`config.mk`:
```
export PLATFORM = sky130hd
export DESIGN_NAME = positional_char_list_top_flat
export DESIGN_NICKNAME = d
export VERILOG_FILES = /design/src/rtl/core/pcl_pkg.sv /design/src/rtl/core/pcl_if.sv /design/src/rtl/core/pcl_cell.sv /design/src/rtl/core/pcl_chain.sv /design/src/rtl/core/positional_char_list_top.sv /design/src/flat_wrapper.sv
export SDC_FILE = /design/constraint.sdc
export NUM_CORES = 1
export LEC_CHECK = 0
export BUFFER_PORTS_ARGS = -buffer_cell sky130_fd_sc_hd__buf_2
export CORE_UTILIZATION = 39
export DETAILED_ROUTE_END_ITERATION = 6
export GPL_ROUTABILITY_DRIVEN = 0
export PLACE_DENSITY = 0.55
export SLEW_MARGIN = 15
export SYNTH_ARGS = -nofsm -noshare
export SYNTH_HDL_FRONTEND = slang
export SYNTH_SLANG_ARGS = --single-unit
```
`constraint.sdc`:
```
create_clock -name i_clk -period 5.89 [get_ports i_clk]
set_input_delay 1.178 -clock i_clk [delete_from_list [all_inputs] [get_ports i_clk]]
set_output_delay 1.178 -clock i_clk [all_outputs]
set_load 0.005 [all_outputs]
```
`src/rtl/core/pcl_pkg.sv`:
```
// Shared types and constants of the positional character list.
`default_nettype none
package pcl_pkg;

    localparam int PCL_DEPTH = 32;
    localparam int POS_W     = 6;
    localparam int ELEM_W    = 8;
    localparam int STATUS_W  = 2;

    typedef enum logic [1:0] {
        FUNC_INSERT = 2'd0,
        FUNC_DELETE = 2'd1,
        FUNC_GET    = 2'd2,
        FUNC_DUMP   = 2'd3
    } t_func;

    typedef enum logic [1:0] {
        STATUS_OK     = 2'd0,
        STATUS_BADPOS = 2'd1,
        STATUS_FULL   = 2'd2
    } t_status;

    typedef enum logic [2:0] {
        CELL_HOLD,
        CELL_LOAD,
        CELL_FROM_LEFT,
        CELL_FROM_RIGHT,
        CELL_FROM_HEAD
    } t_cell_op;

    typedef enum logic [1:0] {
        CHAIN_IDLE,
        CHAIN_INSERT,
        CHAIN_DELETE,
        CHAIN_ROTATE
    } t_chain_kind;

    typedef struct packed {
        t_chain_kind        kind;
        logic [POS_W-1:0]   idx;
        logic [ELEM_W-1:0]  elem;
    } t_chain_cmd;

    typedef enum logic {
        ST_IDLE,
        ST_DUMP
    } t_state;

endpackage
`default_nettype wire

```
`src/rtl/core/pcl_if.sv`:
```
// Valid/ready channel interfaces for list requests and list results.
`default_nettype none
interface pcl_in_if;
    logic                       valid;
    logic                       ready;
    logic [1:0]                 func;
    logic [pcl_pkg::POS_W-1:0]  position;
    logic [pcl_pkg::ELEM_W-1:0] element;

    modport source (output valid, func, position, element, input ready);
    modport sink   (input valid, func, position, element, output ready);
endinterface

interface pcl_out_if;
    logic                         valid;
    logic                         ready;
    logic [pcl_pkg::ELEM_W-1:0]   item;
    logic [pcl_pkg::STATUS_W-1:0] status;
    logic                         end_marker;
    logic                         last;

    modport source (output valid, item, status, end_marker, last, input ready);
    modport sink   (input valid, item, status, end_marker, last, output ready);
endinterface
`default_nettype wire

```
`src/rtl/core/pcl_cell.sv`:
```
// One storage cell of the list chain, holding a single byte.
`default_nettype none
module pcl_cell (
    input  wire logic                       i_clk,
    input  wire pcl_pkg::t_cell_op          i_op,
    input  wire logic [pcl_pkg::ELEM_W-1:0] i_left,
    input  wire logic [pcl_pkg::ELEM_W-1:0] i_right,
    input  wire logic [pcl_pkg::ELEM_W-1:0] i_head,
    input  wire logic [pcl_pkg::ELEM_W-1:0] i_elem,
    output logic [pcl_pkg::ELEM_W-1:0]      o_data
);

    logic [pcl_pkg::ELEM_W-1:0] r_data;
    logic [pcl_pkg::ELEM_W-1:0] n_data;

    always_comb begin
        case (i_op)
            pcl_pkg::CELL_LOAD:       n_data = i_elem;
            pcl_pkg::CELL_FROM_LEFT:  n_data = i_left;
            pcl_pkg::CELL_FROM_RIGHT: n_data = i_right;
            pcl_pkg::CELL_FROM_HEAD:  n_data = i_head;
            default:                  n_data = r_data;
        endcase
    end

    always_ff @(posedge i_clk) begin
        r_data <= n_data;
    end

    assign o_data = r_data;

endmodule
`default_nettype wire

```
`src/rtl/core/pcl_chain.sv`:
```
// Row of list cells with per-cell shift control and a rank read port.
`default_nettype none
module pcl_chain #(
    parameter int DEPTH = pcl_pkg::PCL_DEPTH
) (
    input  wire logic                       i_clk,
    input  wire pcl_pkg::t_chain_cmd        i_cmd,
    input  wire logic [pcl_pkg::POS_W-1:0]  i_rd_idx,
    output logic [pcl_pkg::ELEM_W-1:0]      o_head,
    output logic [pcl_pkg::ELEM_W-1:0]      o_rd_data
);

    localparam int IW = (DEPTH > 1) ? $clog2(DEPTH) : 1;

    logic [pcl_pkg::ELEM_W-1:0] w_data [DEPTH];
    logic [IW-1:0]              w_idx;

    assign w_idx = i_cmd.idx[IW-1:0];

    for (genvar g = 0; g < DEPTH; g++) begin : g_cell
        pcl_pkg::t_cell_op          w_op;
        logic [pcl_pkg::ELEM_W-1:0] w_left;
        logic [pcl_pkg::ELEM_W-1:0] w_right;

        assign w_left  = (g == 0) ? w_data[g] : w_data[(g == 0) ? 0 : g - 1];
        assign w_right = (g == DEPTH - 1) ? w_data[g]
                                          : w_data[(g == DEPTH - 1) ? g : g + 1];

        always_comb begin
            w_op = pcl_pkg::CELL_HOLD;
            case (i_cmd.kind)
                pcl_pkg::CHAIN_INSERT: begin
                    if (IW'(g) == w_idx) begin
                        w_op = pcl_pkg::CELL_LOAD;
                    end else if (IW'(g) > w_idx) begin
                        w_op = pcl_pkg::CELL_FROM_LEFT;
                    end
                end
                pcl_pkg::CHAIN_DELETE: begin
                    if (IW'(g) >= w_idx) begin
                        w_op = pcl_pkg::CELL_FROM_RIGHT;
                    end
                end
                pcl_pkg::CHAIN_ROTATE: begin
                    if (IW'(g) == w_idx) begin
                        w_op = pcl_pkg::CELL_FROM_HEAD;
                    end else if (IW'(g) < w_idx) begin
                        w_op = pcl_pkg::CELL_FROM_RIGHT;
                    end
                end
                default: w_op = pcl_pkg::CELL_HOLD;
            endcase
        end

        pcl_cell u_cell (
            .i_clk   (i_clk),
            .i_op    (w_op),
            .i_left  (w_left),
            .i_right (w_right),
            .i_head  (w_data[0]),
            .i_elem  (i_cmd.elem),
            .o_data  (w_data[g])
        );
    end

    assign o_head    = w_data[0];
    assign o_rd_data = w_data[i_rd_idx[IW-1:0]];

endmodule
`default_nettype wire

```
`src/rtl/core/positional_char_list_top.sv`:
```
// Top level of the positional character list: control, status and result register.
//
//  Channel | Dir | Payload                            | Transfer
//  i_in    | in  | func, position, element            | valid && ready
//  o_out   | out | item, status, end_marker, last     | valid && ready
//
// Insert, delete and get each give one result from the output register.
// Dump gives one result per stored byte, then a closing end marker; the cell row rotates
// by one rank per byte and is back in order when the closing result is sent.
// No new request is taken during a dump or while the output register is held.
// Reset empties the list; stored bytes are not cleared.
`default_nettype none
module positional_char_list_top #(
    parameter int DEPTH = pcl_pkg::PCL_DEPTH
) (
    input  wire logic   i_clk,
    input  wire logic   i_rst_n,
    pcl_in_if.sink      i_in,
    pcl_out_if.source   o_out
);

    localparam int CW = $clog2(DEPTH + 1);
    localparam int PW = pcl_pkg::POS_W + 1;

    pcl_pkg::t_state            r_state;
    pcl_pkg::t_state            n_state;
    logic [CW-1:0]              r_count;
    logic [CW-1:0]              n_count;
    logic [CW-1:0]              r_idx;
    logic [CW-1:0]              n_idx;
    logic                       r_out_valid;
    logic                       n_out_valid;
    logic [pcl_pkg::ELEM_W-1:0] r_item;
    logic [pcl_pkg::ELEM_W-1:0] n_item;
    pcl_pkg::t_status           r_status;
    pcl_pkg::t_status           n_status;
    logic                       r_end;
    logic                       n_end;
    logic                       r_last;
    logic                       n_last;

    logic                       w_in_fire;
    logic                       w_out_free;
    logic                       w_dump_emit;
    logic                       w_dump_elem;
    logic                       w_load;
    logic                       w_ins_bad;
    logic                       w_rd_bad;
    logic                       w_full;
    logic [PW-1:0]              w_pos;
    logic [PW-1:0]              w_cnt;
    logic [pcl_pkg::POS_W-1:0]  w_pos_m1;
    logic [pcl_pkg::ELEM_W-1:0] w_head;
    logic [pcl_pkg::ELEM_W-1:0] w_rd_data;
    pcl_pkg::t_chain_cmd        w_cmd;
    pcl_pkg::t_func             w_func;

    assign w_func     = pcl_pkg::t_func'(i_in.func);
    assign w_pos      = PW'(i_in.position);
    assign w_cnt      = PW'(r_count);
    assign w_pos_m1   = i_in.position - pcl_pkg::POS_W'(1);
    assign w_ins_bad  = (w_pos == '0) || (w_pos > w_cnt + PW'(1));
    assign w_rd_bad   = (w_pos == '0) || (w_pos > w_cnt);
    assign w_full     = (r_count == CW'(DEPTH));
    assign w_out_free = !r_out_valid || o_out.ready;
    assign w_in_fire  = i_in.valid && i_in.ready;

    always_comb begin
        i_in.ready  = 1'b0;
        w_dump_emit = 1'b0;
        case (r_state)
            pcl_pkg::ST_IDLE: i_in.ready  = w_out_free;
            pcl_pkg::ST_DUMP: w_dump_emit = w_out_free;
            default: begin
                i_in.ready  = 1'b0;
                w_dump_emit = 1'b0;
            end
        endcase
    end

    assign w_dump_elem = w_dump_emit && (r_idx != r_count);

    always_comb begin
        n_state = r_state;
        case (r_state)
            pcl_pkg::ST_IDLE: begin
                if (w_in_fire && (w_func == pcl_pkg::FUNC_DUMP)) begin
                    n_state = pcl_pkg::ST_DUMP;
                end
            end
            pcl_pkg::ST_DUMP: begin
                if (w_dump_emit && !w_dump_elem) begin
                    n_state = pcl_pkg::ST_IDLE;
                end
            end
            default: n_state = pcl_pkg::ST_IDLE;
        endcase
    end

    always_comb begin
        w_cmd.kind = pcl_pkg::CHAIN_IDLE;
        w_cmd.idx  = w_pos_m1;
        w_cmd.elem = i_in.element;
        n_count    = r_count;
        n_idx      = r_idx;
        if (w_in_fire) begin
            case (w_func)
                pcl_pkg::FUNC_INSERT: begin
                    if (!w_ins_bad && !w_full) begin
                        w_cmd.kind = pcl_pkg::CHAIN_INSERT;
                        n_count    = r_count + CW'(1);
                    end
                end
                pcl_pkg::FUNC_DELETE: begin
                    if (!w_rd_bad) begin
                        w_cmd.kind = pcl_pkg::CHAIN_DELETE;
                        n_count    = r_count - CW'(1);
                    end
                end
                pcl_pkg::FUNC_DUMP: n_idx = '0;
                default: n_idx = r_idx;
            endcase
        end else if (w_dump_elem) begin
            w_cmd.kind = pcl_pkg::CHAIN_ROTATE;
            w_cmd.idx  = pcl_pkg::POS_W'(r_count - CW'(1));
            n_idx      = r_idx + CW'(1);
        end
    end

    always_comb begin
        w_load   = 1'b0;
        n_item   = '0;
        n_status = pcl_pkg::STATUS_OK;
        n_end    = 1'b0;
        n_last   = 1'b1;
        if (w_in_fire) begin
            case (w_func)
                pcl_pkg::FUNC_INSERT: begin
                    w_load = 1'b1;
                    if (w_ins_bad) begin
                        n_status = pcl_pkg::STATUS_BADPOS;
                    end else if (w_full) begin
                        n_status = pcl_pkg::STATUS_FULL;
                    end
                end
                pcl_pkg::FUNC_DELETE: begin
                    w_load = 1'b1;
                    if (w_rd_bad) begin
                        n_status = pcl_pkg::STATUS_BADPOS;
                    end
                end
                pcl_pkg::FUNC_GET: begin
                    w_load = 1'b1;
                    if (w_rd_bad) begin
                        n_status = pcl_pkg::STATUS_BADPOS;
                    end else begin
                        n_item = w_rd_data;
                    end
                end
                default: w_load = 1'b0;
            endcase
        end else if (w_dump_emit) begin
            w_load = 1'b1;
            if (w_dump_elem) begin
                n_item = w_head;
                n_last = 1'b0;
            end else begin
                n_end = 1'b1;
            end
        end
        n_out_valid = w_load ? 1'b1 : (r_out_valid && !o_out.ready);
    end

    pcl_chain #(
        .DEPTH (DEPTH)
    ) u_chain (
        .i_clk     (i_clk),
        .i_cmd     (w_cmd),
        .i_rd_idx  (w_pos_m1),
        .o_head    (w_head),
        .o_rd_data (w_rd_data)
    );

    always_ff @(posedge i_clk) begin
        if (!i_rst_n) begin
            r_state     <= pcl_pkg::ST_IDLE;
            r_count     <= '0;
            r_idx       <= '0;
            r_out_valid <= 1'b0;
        end else begin
            r_state     <= n_state;
            r_count     <= n_count;
            r_idx       <= n_idx;
            r_out_valid <= n_out_valid;
        end
    end

    always_ff @(posedge i_clk) begin
        if (w_load) begin
            r_item   <= n_item;
            r_status <= n_status;
            r_end    <= n_end;
            r_last   <= n_last;
        end
    end

    assign o_out.valid      = r_out_valid;
    assign o_out.item       = r_item;
    assign o_out.status     = r_status;
    assign o_out.end_marker = r_end;
    assign o_out.last       = r_last;

    a_count_range: assert property (@(posedge i_clk) disable iff (!i_rst_n)
        r_count <= CW'(DEPTH))
        else $error("List count exceeds the depth.");

    a_no_accept_in_dump: assert property (@(posedge i_clk) disable iff (!i_rst_n)
        (r_state == pcl_pkg::ST_DUMP) |-> !i_in.ready)
        else $error("Request accepted during a dump.");

    a_single_result: assert property (@(posedge i_clk) disable iff (!i_rst_n)
        (w_in_fire && (w_func != pcl_pkg::FUNC_DUMP)) |=> (r_out_valid && r_last))
        else $error("Single-result request did not load a final result.");

    a_dump_index: assert property (@(posedge i_clk) disable iff (!i_rst_n)
        (r_state == pcl_pkg::ST_DUMP) |-> (r_idx <= r_count))
        else $error("Dump index ran past the list count.");

endmodule
`default_nettype wire
```
`src/flat_wrapper.sv`:
```
// flat-port wrapper written by rule: the top's interface ports become plain ports
module positional_char_list_top_flat 
#(
    parameter int DEPTH = pcl_pkg::PCL_DEPTH
)
  (i_clk, i_rst_n, i_in_valid, i_in_func, i_in_position, i_in_element, i_in_ready, o_out_valid, o_out_item, o_out_status, o_out_end_marker, o_out_last, o_out_ready);
  pcl_in_if i_in_i ();
  pcl_out_if o_out_i ();
  input  wire logic i_clk;
  input  wire logic i_rst_n;
  input wire logic [$bits(i_in_i.valid)-1:0] i_in_valid;
  input wire logic [$bits(i_in_i.func)-1:0] i_in_func;
  input wire logic [$bits(i_in_i.position)-1:0] i_in_position;
  input wire logic [$bits(i_in_i.element)-1:0] i_in_element;
  output wire logic [$bits(i_in_i.ready)-1:0] i_in_ready;
  output wire logic [$bits(o_out_i.valid)-1:0] o_out_valid;
  output wire logic [$bits(o_out_i.item)-1:0] o_out_item;
  output wire logic [$bits(o_out_i.status)-1:0] o_out_status;
  output wire logic [$bits(o_out_i.end_marker)-1:0] o_out_end_marker;
  output wire logic [$bits(o_out_i.last)-1:0] o_out_last;
  input wire logic [$bits(o_out_i.ready)-1:0] o_out_ready;
  assign i_in_i.valid = i_in_valid;
  assign i_in_i.func = i_in_func;
  assign i_in_i.position = i_in_position;
  assign i_in_i.element = i_in_element;
  assign i_in_ready = i_in_i.ready;
  assign o_out_valid = o_out_i.valid;
  assign o_out_item = o_out_i.item;
  assign o_out_status = o_out_i.status;
  assign o_out_end_marker = o_out_i.end_marker;
  assign o_out_last = o_out_i.last;
  assign o_out_i.ready = o_out_ready;
  positional_char_list_top #(.DEPTH(DEPTH)) u_core (.i_clk(i_clk), .i_rst_n(i_rst_n), .i_in(i_in_i), .o_out(o_out_i));
endmodule
```
Word-level counts from Yosys, hierarchy flattened
Cells that the tools add are included.
{"block": "word_totals", "ramBits": 0, "out_inout_bits": 14, "latchBits": 0, "reg_bits": 282, "n_memories": 0, "elab_cells": 629, "input_bits": 20, "romBits": 0}
{"block": "op_classes", "div": 0, "n_reduce_logical": 57, "n_eq_ne": 167, "addsub": 5, "magnitude_cmp": 99, "mul": 0, "shift": 0, "n_bitwise": 3, "muxes": 258}
{"cell": "$pmux 8 s4", "n": 29}
{"cell": "$pmux 3 s3", "n": 32}
{"cell": "$mux 2", "n": 132}
{"cell": "$eq 3x2->1 const B", "n": 62}
{"cell": "$reduce_bool 4->1", "n": 29}
{"cell": "$eq 3x1->1 const B", "n": 32}
{"cell": "$mux 3", "n": 32}
{"cell": "$eq 3x3->1 const B", "n": 31}
{"cell": "$eq 5x5->1 const A", "n": 16}
{"cell": "$ge 5x5->1 const A", "n": 16}
{"cell": "$gt 5x5->1 const A", "n": 16}
{"cell": "$lt 5x5->1 const A", "n": 16}
{"cell": "$mux 8", "n": 8}
{"cell": "$pmux 8 s3", "n": 2}
{"cell": "$bmux 8 s5", "n": 1}
{"cell": "$eq 4x5->1 const A", "n": 8}
{"cell": "$ge 4x5->1 const A", "n": 8}
{"cell": "$gt 4x5->1 const A", "n": 8}
{"cell": "$lt 4x5->1 const A", "n": 8}
{"cell": "$mux 6", "n": 5}
{"cell": "$eq 3x5->1 const A", "n": 4}
{"cell": "$ge 3x5->1 const A", "n": 4}
{"cell": "$gt 3x5->1 const A", "n": 4}
{"cell": "$lt 3x5->1 const A", "n": 4}
{"cell": "other kinds (40)", "n": 82}

Depth between registers and ports, before layout
{"block": "logic_depth", "depth_word": 13, "depth_mapped": 17}

Modules after synthesis
From an unflattened synthesis, not the netlist that was laid out.
{"block": "unflattened", "hier_cells": 2693, "area_unflattened_um2": 26241.4}
{"module": "pcl_cell", "area_each_um2": 641.9, "instances": 32, "cells_each": 64, "seq_area_each_um2": 240.2}
{"module": "pcl_chain", "area_each_um2": 3663.5, "instances": 1, "cells_each": 427, "seq_area_each_um2": 0.0}
{"module": "positional_char_list_top", "area_each_um2": 2038.2, "instances": 1, "cells_each": 218, "seq_area_each_um2": 640.6}

Least setup slack after synthesis
Ideal clock, no wire load.
{"block": "synth_path", "kind": "input to register", "from": "in i_in_position[0]", "to": "reg u_core.r_item (netlist bit u_core.o_out.item[0]) (data pin)", "arrival_ns": 4.405, "cell_stages": 11, "n_path_buf": 5, "setup_time_ns": 0.263, "required_time_ns": 5.627, "slack_ns": 1.222, "cell_sequence": "clkbuf_1 > inv_1 > ha_1 > clkbuf_1 > buf_1 > clkbuf_1 > buf_1 > mux4_2 > mux4_2 > mux2i_1 > o21ai_0"}
{"block": "synth_via", "elab_chain_cells": 8}
{"item": "start, declared", "line": "flat_wrapper.sv:13", "rtl": "input wire logic [$bits(i_in_i.position)-1:0] i_in_position;"}
{"item": "$sub 6x1->6", "line": "positional_char_list_top.sv:61", "rtl": "assign w_pos_m1 = i_in.position - pcl_pkg::POS_W'(1);"}
{"item": "$not 5->6 (not written as such)", "line": "pcl_chain.sv:67", "rtl": "assign o_rd_data = w_data[i_rd_idx[IW-1:0]];"}
{"item": "$bmux 8 s5", "line": "pcl_chain.sv:67"}
{"item": "$mux 8 (not written as such) (2 in a row)", "line": "pcl_chain.sv:67"}
{"item": "$mux 8 *", "line": "positional_char_list_top.sv:154", "rtl": "if (w_rd_bad) begin"}
{"item": "$mux 8 *", "line": "positional_char_list_top.sv:137", "rtl": "case (w_func)"}
{"item": "$mux 8 *", "line": "positional_char_list_top.sv:136", "rtl": "if (w_in_fire) begin"}
{"item": "net u_core.n_item, one bit", "line": "positional_char_list_top.sv:34", "rtl": "logic [pcl_pkg::ELEM_W-1:0] n_item;"}
{"item": "end signal, assigned", "line": "positional_char_list_top.sv:200", "rtl": "r_item <= n_item;"}
{"item": "end, declared", "line": "positional_char_list_top.sv:33", "rtl": "logic [pcl_pkg::ELEM_W-1:0] r_item;"}
Mark *: on every way through the listed nets, which the timed path passes. The rest lies on a longest branch. The select of a mux whose other input is x is not followed.
A chain may end at the register's enable or synchronous reset.

Worst setup path after layout
{"block": "layout_path", "from": "reg u_core.r_count[0]", "to": "reg u_core.u_chain.g_cell[2].u_cell.r_data (netlist bit u_core.u_chain.g_cell[2].u_cell.o_data[3]) (enable)"}
{"block": "layout_via", "elab_chain_cells": 12}
{"item": "start, declared", "line": "positional_char_list_top.sv:27", "rtl": "logic [CW-1:0] r_count;"}
{"item": "start signal, assigned", "line": "positional_char_list_top.sv:192", "rtl": "r_count <= n_count;"}
{"item": "$add 6x1->7", "line": "positional_char_list_top.sv:62", "rtl": "assign w_ins_bad = (w_pos == '0) || (w_pos > w_cnt + PW'(1));"}
{"item": "$gt 6x7->1", "line": "positional_char_list_top.sv:62"}
{"item": "$logic_or 1x1->1", "line": "positional_char_list_top.sv:62"}
{"item": "$logic_not 1->1", "line": "positional_char_list_top.sv:109", "rtl": "if (!w_ins_bad && !w_full) begin"}
{"item": "$logic_and 1x1->1", "line": "positional_char_list_top.sv:109"}
{"item": "$mux 1", "line": "positional_char_list_top.sv:109"}
{"item": "$pmux 2 s2", "line": "positional_char_list_top.sv:107", "rtl": "case (w_func)"}
{"item": "$mux 2", "line": "positional_char_list_top.sv:106", "rtl": "if (w_in_fire) begin"}
{"item": "$eq 2x2->1 or $eq 2x1->1 (tied branches)", "line": "pcl_chain.sv:31", "rtl": "case (i_cmd.kind)"}
{"item": "$pmux 3 s3 *", "line": "pcl_chain.sv:31"}
{"item": "$eq 3x1->1 (tied with other cells)", "line": "pcl_cell.sv:17", "rtl": "case (i_op)"}
{"item": "$reduce_bool 4->1 (no source line) *"}
{"item": "end signal, assigned", "line": "pcl_cell.sv:27", "rtl": "r_data <= n_data;"}
{"item": "end, declared", "line": "pcl_cell.sv:13", "rtl": "logic [pcl_pkg::ELEM_W-1:0] r_data;"}
Mark *: on every way between the ends. The rest lies on a longest branch, timed or not.

==> results.py <==
metrics = {
    "outcome": {
        "run_status": "finished, violations left",
        "violations": "design-rule violations",
    },
    "power_and_ir_drop": {
        "seq_power_share_pct": 42.8,
        "sw_frac_of_total_pct": 28.66,
        "p_clk_share_pct": 39.4,
        "combPwrFrac_pct": 17.8,
        "ir_drop_mv": 0.1635,
        "p_leak_nw": 7.287,
        "power_mw": 5.676,
        "p_per_area_nw_per_um2": 261.8,
        "p_int_mw": 4.049,
        "p_sw_mw": 1.627,
    },
    "clock_network": {
        "cts_tree": "yes",
        "htreeDepth": 2,
        "cts.repair.resized": 0,
        "clock_latency_ns": 0.56,
        "numCtsBuffers": 35,
        "cts-root-buf": "clkbuf_16",
        "post-cts-setup-buffers": 0,
        "cts_buffer_depth": 3,
        "cts_hold_buf": 0,
        "cts.clk_slew.worst_paths_ns": 0.06,
        "cts.sinks": 282,
    },
    "worst_setup_path": {
        "slowest_stage": "a211oi_1",
        "critPathRequiredTime_ns": 6.08,
        "start_kind": "register",
        "arrival_ns": 5.42,
        "crit_chain": "buf_4, inv_1, ha_1, nor3b_2, xnor2_1, buf_4, a211oi_1, o22ai_2, or3_1, mux2i_2, or3_1, o21bai_1",
        "cp_max_fo": 15,
        "path_class": "register to register",
        "rr_startpoint": "u_core.r_count[0]",
        "cp_slowest_stage_delay_ns": 0.69,
        "r2r_slack_ns": 0.66,
        "rr_worst_depth": 12,
        "crit_path_end_kind": "register",
        "critPathLaunch": "u_core.r_count[0]",
        "timing.rr.end": "u_core.u_chain.g_cell[2].u_cell.o_data[3]",
    },
    "detailed_routing": {
        "met2_length_um": 32020,
        "wl_per_cell_um": 31.77,
        "via_per_inst": 7.125,
        "drt-met1-wl_um": 29360,
        "ant_nets": 0,
        "dr.first_iter.drc_count": 3523,
        "drt_first_pass_iters": 7,
        "vias": 16570,
        "route.detailed.drc": 31,
        "dr_wl_met3_um": 9492,
        "wirelength_um": 73890,
        "routed.top_layer": "met5",
    },
    "global_route": {
        "grt_max_degree": 41,
        "antenna_found_initial": 5,
        "grt_first_pass_wirelength_um": 107100,
        "grt_use_total_pct": 28.87,
        "grt-ovfl-total": 0,
        "grt_pass1_vias": 15340,
    },
    "sta": {
        "finalMaxSlewViolations": 0,
        "tns_ns": 0,
        "rsz0062_at_grt": "no",
        "fin_skew_ns": 0.02094,
        "worstMarginPinSlew_ns": 1.259,
        "report.final.hold_viol_count": 0,
        "maxSlewHeadroom_pct": 15.99,
        "setup_viol": 0,
        "fmaxAchievable_ghz": 0.1913,
        "fin_crit_sh_pct": 88.77,
        "period_minus_slack_ns": 5.229,
    },
    "logic_synthesis": {
        "synth_cells": 1631,
        "synth_seq_area_share_pct": 42.73,
        "synthArstFlopShare_pct": 0,
        "synth_flop_cell": "edfxtp_1",
        "synthDistinctLibCells": 91,
        "synth_nets": 1674,
        "ys_ff_latch": 282,
        "synth_edf_count": 268,
        "syn_avg_cell_area_um2": 11.95,
        "synth.cell_area_um2": 19490,
        "yosysWarnings": 0,
    },
    "floorplanning": {
        "rows": 81,
        "ioPinCount": 34,
        "initial_core_util_pct": 39.65,
        "core_um2": 49150,
        "die_w_um": 225.6,
        "die_h_um": 225.6,
        "die_area_um2": 50880,
    },
    "cells_and_area": {
        "num-fill-cells": 4511,
        "fin_util_pct": 44.11,
        "syn_to_final_growth_pct": 11.25,
        "instances_no_fill": 2326,
        "nets": 1680,
        "diodes": 0,
        "drive_above_1_share_pct": 20.28,
        "fin_area_um2": 21680,
    },
    "hold_path": {
        "whs_path_depth": 2,
        "hold_path_class": "register to register",
        "hp-start": "u_core.r_state",
        "min_to": "u_core.r_state",
    },
    "placement": {
        "dp_hpwl_um": 51680,
        "dp_cells": 2264,
        "io_buffer_count": 33,
        "dpl_cell_area_um2": 20510,
    },
    "run": {
        "cap_violations": 0,
    },
}
[power by group through the flow]
| stage | combinational, mW | clock [mW] | sequential, mW |
|---|---|---|---|
| floorplan | 0.669 | 0 | 2.41 |
| global placement | 0.967 | 0 | 2.46 |
| detailed placement | 0.979 | 0 | 2.46 |
| CTS | 0.981 | 2.26 | 2.42 |
| global route | 1.06 | 2.33 | 2.43 |
| finish | 1.01 | 2.24 | 2.43 |
[state kept, by name, summed over array words and instances (netlist names), 2 cells and up]
register and cells:
u_core.o_out.status 2, u_core.u_chain.g_cell.u_cell.o_data 256, u_core.r_idx 6, u_core.o_out.item 8
u_core.r_count 6
[cells in the final DEF, fill, tap and decap left out, drive strengths merged, types with 23 or more instances in the layout]
master    n
a21oi    37
a221o    47
a222oi  145
a22o     42
a22oi    35
a31oi    24
buf     124
clkbuf   39
edfxtp  268
ha       23
inv      23
mux2i   170
mux4     80
nand2    99
nand3    36
nor2     76
nor3     31
o21ai    58
[worst max-delay path, delay by kind of cell, from the launching register on]
family	cells	cell delay [ns]
adder cells (fa/ha/maj)	1	0.40
multiplexers	1	0.47
AND/OR/NAND/NOR	3	1.33
flip-flops	1	0.30
buffers and inverters	3	0.63
XOR/XNOR	1	0.10
AO/OA/AOI/OAI	3	1.61
[cell usage after synthesis, types with 5 or more instances]
cell type	number	area [um2]
a211oi_1	8	60.06
a21o_1	5	37.54
a21oi_1	30	150.1
a21oi_2	6	52.55
a221o_1	46	460.4
a221oi_1	12	105.1
a222oi_1	145	1451
a22o_1	42	367.9
a22oi_1	35	262.8
a31oi_1	23	143.9
a32oi_1	9	78.83
and2_1	12	75.07
and3_1	22	137.6
buf_1	19	71.32
buf_2	37	185.2
buf_4	17	127.6
buf_6	6	67.56
clkbuf_1	76	285.3
dfxtp_1	14	280.3
edfxtp_1	268	8048
ha_1	23	287.8
inv_1	19	71.32
mux2_2	11	123.9
mux2i_1	159	1592
mux2i_2	9	123.9
mux4_2	80	1802
nand2_1	98	367.9
nand2b_1	16	100.1
nand3_1	35	175.2
nand4_1	5	31.28
nor2_1	73	274.0
nor2b_1	13	81.33
nor3_1	19	95.09
nor3_2	7	70.07
nor3_4	5	81.33
nor4_1	10	62.56
o211ai_1	11	82.58
o21ai_0	54	270.3
o21bai_1	10	75.07
o31ai_1	11	82.58
or3_1	20	125.1
xnor2_1	22	192.7
[through the flow]
step	hold slack, ns	setup slack, ns
floorplan	0.4839	1.222
global placement	0.5138	0.3522
detailed placement	0.5254	0.2418
CTS	0.5339	0.7864
global route	0.5958	0.4281
finish	0.5314	0.6615
[worst max path at each step]
stage / to / slack (ns) / depth (start not counted)
2_1_floorplan: u_core.o_out.item[0] / 1.22 / 11
3_3_place_gp: u_core.u_chain.g_cell[2].u_cell.o_data[2] / 0.35 / 12
3_5_place_dp: u_core.u_chain.g_cell[2].u_cell.o_data[7] / 0.24 / 12
4_1_cts: u_core.u_chain.g_cell[2].u_cell.o_data[0] / 0.79 / 12
5_1_grt: u_core.u_chain.g_cell[2].u_cell.o_data[2] / 0.43 / 12
6_report: u_core.u_chain.g_cell[2].u_cell.o_data[3] / 0.66 / 12
[metal layers]
| metal | vias to the layer above | GRT usage [%] |
|---|---|---|
| met2 | 1327 | 43.36 |
| met3 | 218 | 6.884 |
| met5 | - | 0 |
| met1 | 8110 | 39.92 |
| li1 | 6907 | - |
| met4 | 10 | 11.61 |
[layout make-up]
| type | instances | area (um2) | area share (%) |
|---|---|---|---|
| flip-flops and latches | 282 | 8328 | 38.41 |
| multi-input cells | 1172 | 10400 | 47.97 |
| clock inverters | 23 | 252.7 | 1.166 |
| repair buffers | 124 | 875.8 | 4.039 |
| clock buffers | 39 | 912.1 | 4.207 |
| well taps | 664 | 830.8 | 3.832 |
| inverters | 22 | 82.58 | 0.3808 |
[logic make-up after synthesis]
kind of cell,synth area share [%]
adder cells (fa/ha/maj),1.476
AO/OA/AOI/OAI,21.01
multiplexers,19.22
AND/OR/NAND/NOR,10.19
XOR/XNOR,1.168
buffers and inverters,4.205
flip-flops,42.73
Power figures use the tool's default switching activity.
